===== src/hw/rtl/rpd_pkg.sv =====
// ============================================================================
// rpd_pkg
// Shared types and character/result codes for the RSP packet deframer.
// ============================================================================
package rpd_pkg;

  // framing characters
  localparam logic [7:0] ChDollar = 8'h24;
  localparam logic [7:0] ChHash   = 8'h23;
  localparam logic [7:0] ChPlus   = 8'h2B;
  localparam logic [7:0] ChMinus  = 8'h2D;
  localparam logic [7:0] ChComma  = 8'h2C;
  localparam logic [7:0] ChColon  = 8'h3A;
  localparam logic [7:0] ChSemi   = 8'h3B;
  localparam logic [7:0] ChEqual  = 8'h3D;

  // result kinds
  localparam logic [2:0] KindField = 3'd0;
  localparam logic [2:0] KindGood  = 3'd1;
  localparam logic [2:0] KindBad   = 3'd2;
  localparam logic [2:0] KindAck   = 3'd3;
  localparam logic [2:0] KindNak   = 3'd4;

  // byte classification produced by the front end
  typedef struct packed {
    logic       is_dollar;
    logic       is_hash;
    logic       is_plus;
    logic       is_minus;
    logic       is_delim;
    logic       hex_ok;
    logic [3:0] hex_val;
  } rpd_class_t;

  // one queue entry
  typedef struct packed {
    logic [7:0] rx_byte;
    rpd_class_t cls;
  } rpd_item_t;

  // one result
  typedef struct packed {
    logic [2:0] kind;
    logic [7:0] data_byte;
    logic       has_data;
    logic       starts_field;
    logic [7:0] field_delim;
  } rpd_result_t;

endpackage


===== src/hw/rtl/rpd_front.sv =====
// ============================================================================
// rpd_front
// Input stage: takes link bytes, classifies them and registers the result.
// ============================================================================
module rpd_front (
  input  logic              clk_i,
  input  logic              rst_ni,
  input  logic              in_valid_i,
  output logic              in_ready_o,
  input  logic [7:0]        in_byte_i,
  output logic              push_o,
  input  logic              q_full_i,
  output rpd_pkg::rpd_item_t item_o
);
  import rpd_pkg::*;

  logic       stage_valid_q, stage_valid_d;
  rpd_item_t  item_q;
  rpd_class_t cls;

  always_comb begin
    cls           = '0;
    cls.is_dollar = (in_byte_i == ChDollar);
    cls.is_hash   = (in_byte_i == ChHash);
    cls.is_plus   = (in_byte_i == ChPlus);
    cls.is_minus  = (in_byte_i == ChMinus);
    cls.is_delim  = (in_byte_i inside {ChComma, ChColon, ChSemi, ChEqual});
    if (in_byte_i inside {[8'h30 : 8'h39]}) begin
      cls.hex_ok  = 1'b1;
      cls.hex_val = in_byte_i[3:0];
    end else if (in_byte_i inside {[8'h61 : 8'h66], [8'h41 : 8'h46]}) begin
      // 'a'..'f' and 'A'..'F' share the low three bits 1..6
      cls.hex_ok  = 1'b1;
      cls.hex_val = 4'(in_byte_i[2:0] + 3'd1) + 4'd8;
    end
  end

  assign push_o     = stage_valid_q && !q_full_i;
  assign in_ready_o = !stage_valid_q || !q_full_i;
  assign item_o     = item_q;

  always_comb begin
    stage_valid_d = stage_valid_q;
    if (in_valid_i && in_ready_o) begin
      stage_valid_d = 1'b1;
    end else if (push_o) begin
      stage_valid_d = 1'b0;
    end
  end

  always_ff @(posedge clk_i or negedge rst_ni) begin
    if (!rst_ni) begin
      stage_valid_q <= 1'b0;
    end else begin
      stage_valid_q <= stage_valid_d;
    end
  end

  always_ff @(posedge clk_i) begin
    if (in_valid_i && in_ready_o) begin
      item_q.rx_byte <= in_byte_i;
      item_q.cls     <= cls;
    end
  end

endmodule


===== src/hw/rtl/rpd_queue.sv =====
// ============================================================================
// rpd_queue
// Small FIFO of classified bytes between front end and back end.
// ============================================================================
module rpd_queue #(
  parameter int unsigned Depth = 4
) (
  input  logic               clk_i,
  input  logic               rst_ni,
  input  logic               push_i,
  input  rpd_pkg::rpd_item_t push_item_i,
  output logic               full_o,
  input  logic               pop_i,
  output logic               valid_o,
  output rpd_pkg::rpd_item_t pop_item_o
);
  import rpd_pkg::*;

  localparam int unsigned PtrW = $clog2(Depth);
  localparam int unsigned CntW = $clog2(Depth + 1);

  rpd_item_t          mem_q [Depth];
  logic [PtrW-1:0]    wr_ptr_q, wr_ptr_d, rd_ptr_q, rd_ptr_d;
  logic [CntW-1:0]    count_q, count_d;

  assign full_o     = (count_q == CntW'(Depth));
  assign valid_o    = (count_q != '0);
  assign pop_item_o = mem_q[rd_ptr_q];

  always_comb begin
    wr_ptr_d = wr_ptr_q;
    rd_ptr_d = rd_ptr_q;
    count_d  = count_q;
    if (push_i) begin
      wr_ptr_d = (wr_ptr_q == PtrW'(Depth - 1)) ? '0 : wr_ptr_q + PtrW'(1);
    end
    if (pop_i) begin
      rd_ptr_d = (rd_ptr_q == PtrW'(Depth - 1)) ? '0 : rd_ptr_q + PtrW'(1);
    end
    if (push_i && !pop_i) begin
      count_d = count_q + CntW'(1);
    end else if (pop_i && !push_i) begin
      count_d = count_q - CntW'(1);
    end
  end

  always_ff @(posedge clk_i or negedge rst_ni) begin
    if (!rst_ni) begin
      wr_ptr_q <= '0;
      rd_ptr_q <= '0;
      count_q  <= '0;
    end else begin
      wr_ptr_q <= wr_ptr_d;
      rd_ptr_q <= rd_ptr_d;
      count_q  <= count_d;
    end
  end

  always_ff @(posedge clk_i) begin
    if (push_i) begin
      mem_q[wr_ptr_q] <= push_item_i;
    end
  end

  a_count_bound: assert property (@(posedge clk_i) disable iff (!rst_ni)
    count_q <= CntW'(Depth)) else $error("queue count overflow");
  a_no_pop_empty: assert property (@(posedge clk_i) disable iff (!rst_ni)
    pop_i |-> count_q != '0) else $error("pop from empty queue");
  a_no_push_full: assert property (@(posedge clk_i) disable iff (!rst_ni)
    push_i && !pop_i |-> !full_o) else $error("push into full queue");

endmodule


===== src/hw/rtl/rpd_back.sv =====
// ============================================================================
// rpd_back
// Framing state machine: turns classified bytes into field items, verdicts,
// and partner ack/nak, with a registered output.
// ============================================================================
module rpd_back (
  input  logic                 clk_i,
  input  logic                 rst_ni,
  input  logic                 q_valid_i,
  input  rpd_pkg::rpd_item_t   item_i,
  output logic                 pop_o,
  output logic                 out_valid_o,
  input  logic                 out_ready_i,
  output rpd_pkg::rpd_result_t out_o
);
  import rpd_pkg::*;

  localparam logic [1:0] PhIdle = 2'd0;
  localparam logic [1:0] PhBody = 2'd1;
  localparam logic [1:0] PhHi   = 2'd2;
  localparam logic [1:0] PhLo   = 2'd3;

  logic [1:0]  phase_q, phase_d;
  logic [7:0]  sum_q, sum_d;
  logic [7:0]  pend_delim_q, pend_delim_d;
  logic        pend_valid_q, pend_valid_d;
  logic        pend_cmd_q, pend_cmd_d;
  logic        started_q, started_d;
  logic [3:0]  hi_nib_q, hi_nib_d;
  logic        hex_err_q, hex_err_d;
  logic        out_valid_q, out_valid_d;
  rpd_result_t out_q, res;
  logic        emit;
  logic [7:0]  b;
  rpd_class_t  c;

  assign b     = item_i.rx_byte;
  assign c     = item_i.cls;
  assign pop_o = q_valid_i && (!out_valid_q || out_ready_i);

  always_comb begin
    phase_d      = phase_q;
    sum_d        = sum_q;
    pend_delim_d = pend_delim_q;
    pend_valid_d = pend_valid_q;
    pend_cmd_d   = pend_cmd_q;
    started_d    = started_q;
    hi_nib_d     = hi_nib_q;
    hex_err_d    = hex_err_q;
    emit         = 1'b0;
    res          = '0;
    case (phase_q)
      PhIdle: begin
        if (c.is_plus) begin
          emit     = 1'b1;
          res.kind = KindAck;
        end else if (c.is_minus) begin
          emit     = 1'b1;
          res.kind = KindNak;
        end else if (c.is_dollar) begin
          phase_d      = PhBody;
          sum_d        = '0;
          pend_delim_d = '0;
          pend_valid_d = 1'b0;
          pend_cmd_d   = 1'b0;
          started_d    = 1'b0;
          hi_nib_d     = '0;
          hex_err_d    = 1'b0;
        end
      end
      PhBody: begin
        if (c.is_hash) begin
          phase_d      = PhHi;
          pend_valid_d = 1'b0;
          pend_cmd_d   = 1'b0;
          // lone command byte still yields one empty field
          if (pend_valid_q && pend_cmd_q) begin
            emit             = 1'b1;
            res.kind         = KindField;
            res.starts_field = 1'b1;
            res.field_delim  = pend_delim_q;
          end
        end else begin
          sum_d = sum_q + b;
          if (!started_q) begin
            started_d    = 1'b1;
            pend_delim_d = b;
            pend_valid_d = 1'b1;
            pend_cmd_d   = 1'b1;
          end else if (c.is_delim) begin
            // back-to-back openers: flush the older one as an empty field
            if (pend_valid_q) begin
              emit             = 1'b1;
              res.kind         = KindField;
              res.starts_field = 1'b1;
              res.field_delim  = pend_delim_q;
            end
            pend_delim_d = b;
            pend_valid_d = 1'b1;
            pend_cmd_d   = 1'b0;
          end else begin
            emit          = 1'b1;
            res.kind      = KindField;
            res.data_byte = b;
            res.has_data  = 1'b1;
            if (pend_valid_q) begin
              res.starts_field = 1'b1;
              res.field_delim  = pend_delim_q;
            end
            pend_valid_d = 1'b0;
            pend_cmd_d   = 1'b0;
          end
        end
      end
      PhHi: begin
        hex_err_d = !c.hex_ok;
        hi_nib_d  = c.hex_val;
        phase_d   = PhLo;
      end
      PhLo: begin
        phase_d = PhIdle;
        emit    = 1'b1;
        if (!hex_err_q && c.hex_ok && ({hi_nib_q, c.hex_val} == sum_q)) begin
          res.kind = KindGood;
        end else begin
          res.kind = KindBad;
        end
      end
      default: begin
        phase_d = PhIdle;
      end
    endcase
  end

  always_comb begin
    out_valid_d = out_valid_q;
    if (pop_o && emit) begin
      out_valid_d = 1'b1;
    end else if (out_ready_i) begin
      out_valid_d = 1'b0;
    end
  end

  always_ff @(posedge clk_i or negedge rst_ni) begin
    if (!rst_ni) begin
      phase_q      <= PhIdle;
      sum_q        <= '0;
      pend_delim_q <= '0;
      pend_valid_q <= 1'b0;
      pend_cmd_q   <= 1'b0;
      started_q    <= 1'b0;
      hi_nib_q     <= '0;
      hex_err_q    <= 1'b0;
      out_valid_q  <= 1'b0;
    end else begin
      out_valid_q <= out_valid_d;
      if (pop_o) begin
        phase_q      <= phase_d;
        sum_q        <= sum_d;
        pend_delim_q <= pend_delim_d;
        pend_valid_q <= pend_valid_d;
        pend_cmd_q   <= pend_cmd_d;
        started_q    <= started_d;
        hi_nib_q     <= hi_nib_d;
        hex_err_q    <= hex_err_d;
      end
    end
  end

  always_ff @(posedge clk_i) begin
    if (pop_o && emit) begin
      out_q <= res;
    end
  end

  assign out_valid_o = out_valid_q;
  assign out_o       = out_q;

  a_ctrl_kind_clean: assert property (@(posedge clk_i) disable iff (!rst_ni)
    out_valid_q && out_q.kind != KindField |->
      !out_q.has_data && !out_q.starts_field && out_q.field_delim == '0)
    else $error("control result carries field payload");
  a_empty_field_starts: assert property (@(posedge clk_i) disable iff (!rst_ni)
    out_valid_q && out_q.kind == KindField && !out_q.has_data |-> out_q.starts_field)
    else $error("empty field item without field start");
  a_cmd_pending_body: assert property (@(posedge clk_i) disable iff (!rst_ni)
    pend_cmd_q |-> pend_valid_q && phase_q == PhBody)
    else $error("command opener pending outside payload");

endmodule


===== src/hw/rtl/rsp_packet_deframer_core.sv =====
// ============================================================================
// rsp_packet_deframer_core
// Receive-side framing for the debug serial protocol: acks/naks, payload
// field items and checksum verdicts from a stream of link bytes.
// ============================================================================
// Path: a taken byte passes through the front register, then its queue entry is
//   popped into the output register, which drives the master side.
// Throughput: one byte per cycle while the queue has room; the back-end framing
//   state machine consumes one queued byte per cycle whenever its output is free.
// Reset: rst_ni is asynchronous and active low; it empties the queue and the
//   output register and returns the framer to idle (waiting for '$').
module rsp_packet_deframer_core #(
  parameter int unsigned QueueDepth = 4   // classified bytes between the halves
) (
  input  logic        clk_i,
  input  logic        rst_ni,
  // request input: one link byte per request
  input  logic        s_axis_tvalid_i,
  output logic        s_axis_tready_o,
  input  logic [7:0]  s_axis_tdata_i,   // [7:0] rx_byte
  // result output
  output logic        m_axis_tvalid_o,
  input  logic        m_axis_tready_i,
  output logic [15:0] m_axis_tdata_o,   // [7:0] data_byte, [15:8] field_delim
  output logic [4:0]  m_axis_tuser_o    // [2:0] kind, [3] has_data, [4] starts_field
);
  import rpd_pkg::*;

  // front end -> queue
  logic        push;
  logic        q_full;
  rpd_item_t   push_item;
  // queue -> back end
  logic        q_valid;
  logic        pop;
  rpd_item_t   pop_item;
  rpd_result_t result;

  // Classify each byte (framing char, delimiter, hex digit) and stage it.
  rpd_front u_front (
    .clk_i      (clk_i),
    .rst_ni     (rst_ni),
    .in_valid_i (s_axis_tvalid_i),
    .in_ready_o (s_axis_tready_o),
    .in_byte_i  (s_axis_tdata_i),
    .push_o     (push),
    .q_full_i   (q_full),
    .item_o     (push_item)
  );

  // Decouples input acceptance from output back-pressure.
  rpd_queue #(
    .Depth (QueueDepth)
  ) u_queue (
    .clk_i       (clk_i),
    .rst_ni      (rst_ni),
    .push_i      (push),
    .push_item_i (push_item),
    .full_o      (q_full),
    .pop_i       (pop),
    .valid_o     (q_valid),
    .pop_item_o  (pop_item)
  );

  // Framing state machine: field tracking, running sum, checksum check.
  rpd_back u_back (
    .clk_i       (clk_i),
    .rst_ni      (rst_ni),
    .q_valid_i   (q_valid),
    .item_i      (pop_item),
    .pop_o       (pop),
    .out_valid_o (m_axis_tvalid_o),
    .out_ready_i (m_axis_tready_i),
    .out_o       (result)
  );

  assign m_axis_tdata_o = {result.field_delim, result.data_byte};
  assign m_axis_tuser_o = {result.starts_field, result.has_data, result.kind};

endmodule


===== config.mk =====
export PLATFORM = sky130hd
export DESIGN_NAME = rsp_packet_deframer_core
export DESIGN_NICKNAME = d
export VERILOG_FILES = /design/src/hw/rtl/rpd_pkg.sv /design/src/hw/rtl/rpd_front.sv /design/src/hw/rtl/rpd_queue.sv /design/src/hw/rtl/rpd_back.sv /design/src/hw/rtl/rsp_packet_deframer_core.sv
export SDC_FILE = /design/constraint.sdc
export NUM_CORES = 1
export LEC_CHECK = 0
export ABC_AREA = 0
export BUFFER_PORTS_ARGS = -buffer_cell sky130_fd_sc_hd__buf_4
export CORE_AREA = 2 2 106 128
export CTS_BUF_LIST = sky130_fd_sc_hd__clkbuf_8
export CTS_CLUSTER_SIZE = 14
export DETAILED_ROUTE_END_ITERATION = 10
export DIE_AREA = 0 0 108 130
export GPL_TIMING_DRIVEN = 0
export PLACE_DENSITY = 0.66
export SYNTH_ARGS = -nofsm -noshare
export SYNTH_HDL_FRONTEND = slang
export SYNTH_HIERARCHICAL = 1
export SYNTH_SLANG_ARGS = --single-unit

===== constraint.sdc =====
create_clock -name clk_i -period 4.5 [get_ports clk_i]
set_input_delay 0.675 -clock clk_i [delete_from_list [all_inputs] [get_ports clk_i]]
set_output_delay 0.675 -clock clk_i [all_outputs]
set_load 0.02 [all_outputs]

==> impl_results.md <==
- Status: complete, no violations
- Die height: 130 um
- WP depth: 8
- Worst-Skew Late Latency: 0.43 ns
- Post-DP HPWL: 7.91 mm
- Max Slew Vio Count: 0
- Post-synthesis net count: 438
- Pwr Total: 4.95 mW
- First-pass GRT wire length: 18.3 mm
- Crit-path slowest cell: a2111oi_4
- Post-DRT Antenna Nets: 0
- Final GP Congestion: 0.832
- YS warnings: 6
- Worst path cell trace: buf_2 -> buf_4 -> mux4_2 -> or3b_4 -> a2111oi_4 -> inv_2 -> nor4_2 -> nand3b_1
- Chip width: 108 um
- MaxCap Viol Count: 0
- RSZ-0062 raised after global routing: no
- Row count: 46
- Crit end category: flop
- DR vias/cell: 5.44
- Met3 Wirelength: 320 um
- Worst Path Max Fanout: 10
- Via count: 3464
- Crit start category: flop
- Hold_buf cts: 0
- Reg2reg start: u_queue/rd_ptr_q[1]$_DFFE_PN0P_
- Largest net degree at the start of global routing: 36
- WL/cell: 17.8 um
- FMAX: 333 MHz
- DR iter-0 viols: 137
- CP peak stage delay: 0.60 ns
- CP delay by family, top: simple AND/OR/NAND/NOR gates
- Max Used Layer: met4
- Clk sinks: 146
- Register area share after synthesis: 67.0%
- Final #Nets: 492
- Layout cells sized above 1: 22.6%
- DR pass1 iterations: 4
- Core area: 0.0129 mm^2
- CTS tree: built
- Initial core utilization: 48.5%
- Register bit total from synthesis: 146
- Relative slew slack: 33.0%
- # placed instances: 606
- DIE AREA: 0.0140 mm^2
- Residual DRC count: 0
- IO Port Bufs: 34
- Final Hold Vio Count: 0
- Minimum clock period after layout: 3.01 ns
- FF-to-FF path depth: 8
- Post-Synthesis Cells: 403
- Post-cts repair resize count: 0
- I/O pin cnt: 35
- Pwr Density: 696 mW/mm^2
- Ys async rst share: 24.0%
- CTS H-tree depth: 4
- Hold Path Class: primary input to asynchronous set/reset pin
- Global-route usage over all layers: 17.6%
- Gr ovfl total: 0
- ANT cells: 0
- Synth unique cells: 59
- Worst path buffer plus inverter count: 3
- Worst IR Drop VDD: 0.253 mV
- Post-synth EDFFs: 111
- Non-filler instance count after layout: 637
- Area grow syn2layout: 13.3%
- Worst r2r dst: u_back/sum_q[7]$_DFFE_PN0P_
- Overall routed net length: 11.3 mm
- Fin crit share: 66.8%
- Skew final: 0.00988 ns
- Post-synth top flop: edfxtp_1
- Final worst setup slack: 1.49 ns
- Worst Path Required: 4.86 ns
- Pre-CTS WS: 1.49 ns
- Crit Path Class: flop to flop
- M1 WL: 4.59 mm
- Final setup viols: 0
- TritonCTS Buffers: 17
- Synthesized cell area: 0.00628 mm^2
- CP arrival: 3.37 ns
- Vias in the first global route: 3642
- Root buffer cell: clkbuf_8
- Reg clk slew, reported paths: 0.08 ns
- Initial antenna violation count: 0
- Mean post-synth cell area: 15.6 um^2
- Post-CTS setup buffers: 0
- Reg2Reg Setup Slack: 1.49 ns
- Tightest Pin Transition: 1.00 ns
- Filler cells: 1046
- Clk buf depth: 2
- Final core area utilization: 54.9%
- Met2 WL: 6.19 mm
- P_leak: 2.74 nW
flip-flops by register name, indices dropped and copies added (netlist names), 2 cells and up:
name                 flops
u_queue/rd_ptr_q         2
u_back/phase_q           2
u_queue/wr_ptr_q         2
u_queue/count_q          3
u_front/item_o          18
u_back/out_o            21
u_queue/mem_q           72
u_back/sum_q             8
u_back/pend_delim_q      8
u_back/hi_nib_q          4
worst register-to-register path, cell delays in order, from the launching register on:
cell and delay, ns:
dfrtp_1 0.35, buf_2 0.28, buf_4 0.26, mux4_2 0.38
or3b_4 0.47, a2111oi_4 0.60, inv_2 0.20, nor4_2 0.27
nand3b_1 0.13
per-layer routing:
metal	up-vias	track usage [%]
li1	1630	-
met1	1742	19.7
met5	-	0
met3	21	4.35
met2	71	32.2
met4	0	6.86
logic make-up after synthesis:
| kind of cell | Yosys count | share of synthesized area, % |
|---|---|---|
| buffers and inverters | 26 | 1.91 |
| multiplexers | 24 | 7.49 |
| AO/OA/AOI/OAI | 61 | 6.77 |
| XOR/XNOR | 16 | 2.23 |
| AND/OR/NAND/NOR | 107 | 9.76 |
| adder cells (fa/ha/maj) | 23 | 4.82 |
| flip-flops | 146 | 67.0 |
power by group:
part	switching, mW	total [mW]	internal, mW
logic	1.15	1.96	0.813
registers	0.173	2.11	1.93
clock network	0.464	0.884	0.420
synthesized netlist by cell type, types with 3 or more instances:
master	number	area, um^2
mux4_2	18	405
or3_1	3	18.8
a32o_1	4	40.0
xor2_1	8	70.1
and2_1	20	125
nand3b_1	3	22.5
inv_1	17	63.8
nand2_1	32	120
a21oi_1	11	55.1
nand2b_1	5	31.3
ha_1	21	263
a21o_1	3	22.5
nor2_1	7	26.3
buf_2	3	15.0
nand3_1	11	55.1
o21ai_0	23	115
xnor2_1	8	70.1
nor2b_1	6	37.5
edfxtp_1	111	3330
mux2_2	4	45.0
dfrtp_1	35	876
worst max path at each step:
stage	start	to
CTS	u_queue/rd_ptr_q[1]$_DFFE_PN0P_	u_back/sum_q[7]$_DFFE_PN0P_
global placement	u_queue/rd_ptr_q[1]$_DFFE_PN0P_	u_back/out_o[12]$_SDFFCE_PP0P_
detailed placement	u_queue/rd_ptr_q[1]$_DFFE_PN0P_	u_back/sum_q[7]$_DFFE_PN0P_
floorplan	u_queue/rd_ptr_q[0]$_DFFE_PN0P_	u_back/out_o[0]$_SDFFCE_PN0P_
finish	u_queue/rd_ptr_q[1]$_DFFE_PN0P_	u_back/sum_q[7]$_DFFE_PN0P_
global route	u_queue/rd_ptr_q[1]$_DFFE_PN0P_	u_back/sum_q[7]$_DFFE_PN0P_
final cells by class:
| cell class | instances | area (um^2) | area share [%] |
|---|---|---|---|
| clock inverter | 14 | 101 | 1.42 |
| clock buffer | 17 | 234 | 3.29 |
| timing repair buffer | 35 | 270 | 3.80 |
| buffer | 8 | 52.6 | 0.739 |
| inverter | 18 | 67.6 | 0.950 |
| multi-input combinational | 231 | 1970 | 27.7 |
| sequential | 146 | 4210 | 59.2 |
| tap | 168 | 210 | 2.95 |
metrics by stage:
step / cell area (um^2) / TNS (ns) / hold WS [ns]
2_1_floorplan: 6280 / 0 / 0.379
3_3_place_gp: 6750 / -4.40 / 0.458
3_5_place_dp: 6780 / 0 / 0.474
4_1_cts: 7110 / 0 / 0.191
5_1_grt: 7110 / 0 / 0.205
6_report: 7110 / 0 / 0.179
cells in the final DEF, fill, tap and decap left out, types with 17 or more instances in the layout:
cell      Yosys  final
o21ai_0      23     23
and2_1       20     20
inv_1        17     19
dfrtp_1      35     35
ha_1         21     21
clkbuf_8      0     17
buf_4         1     35
edfxtp_1    111    111
mux4_2       18     18
nand2_1      32     32
Power figures use the tool's default switching activity.
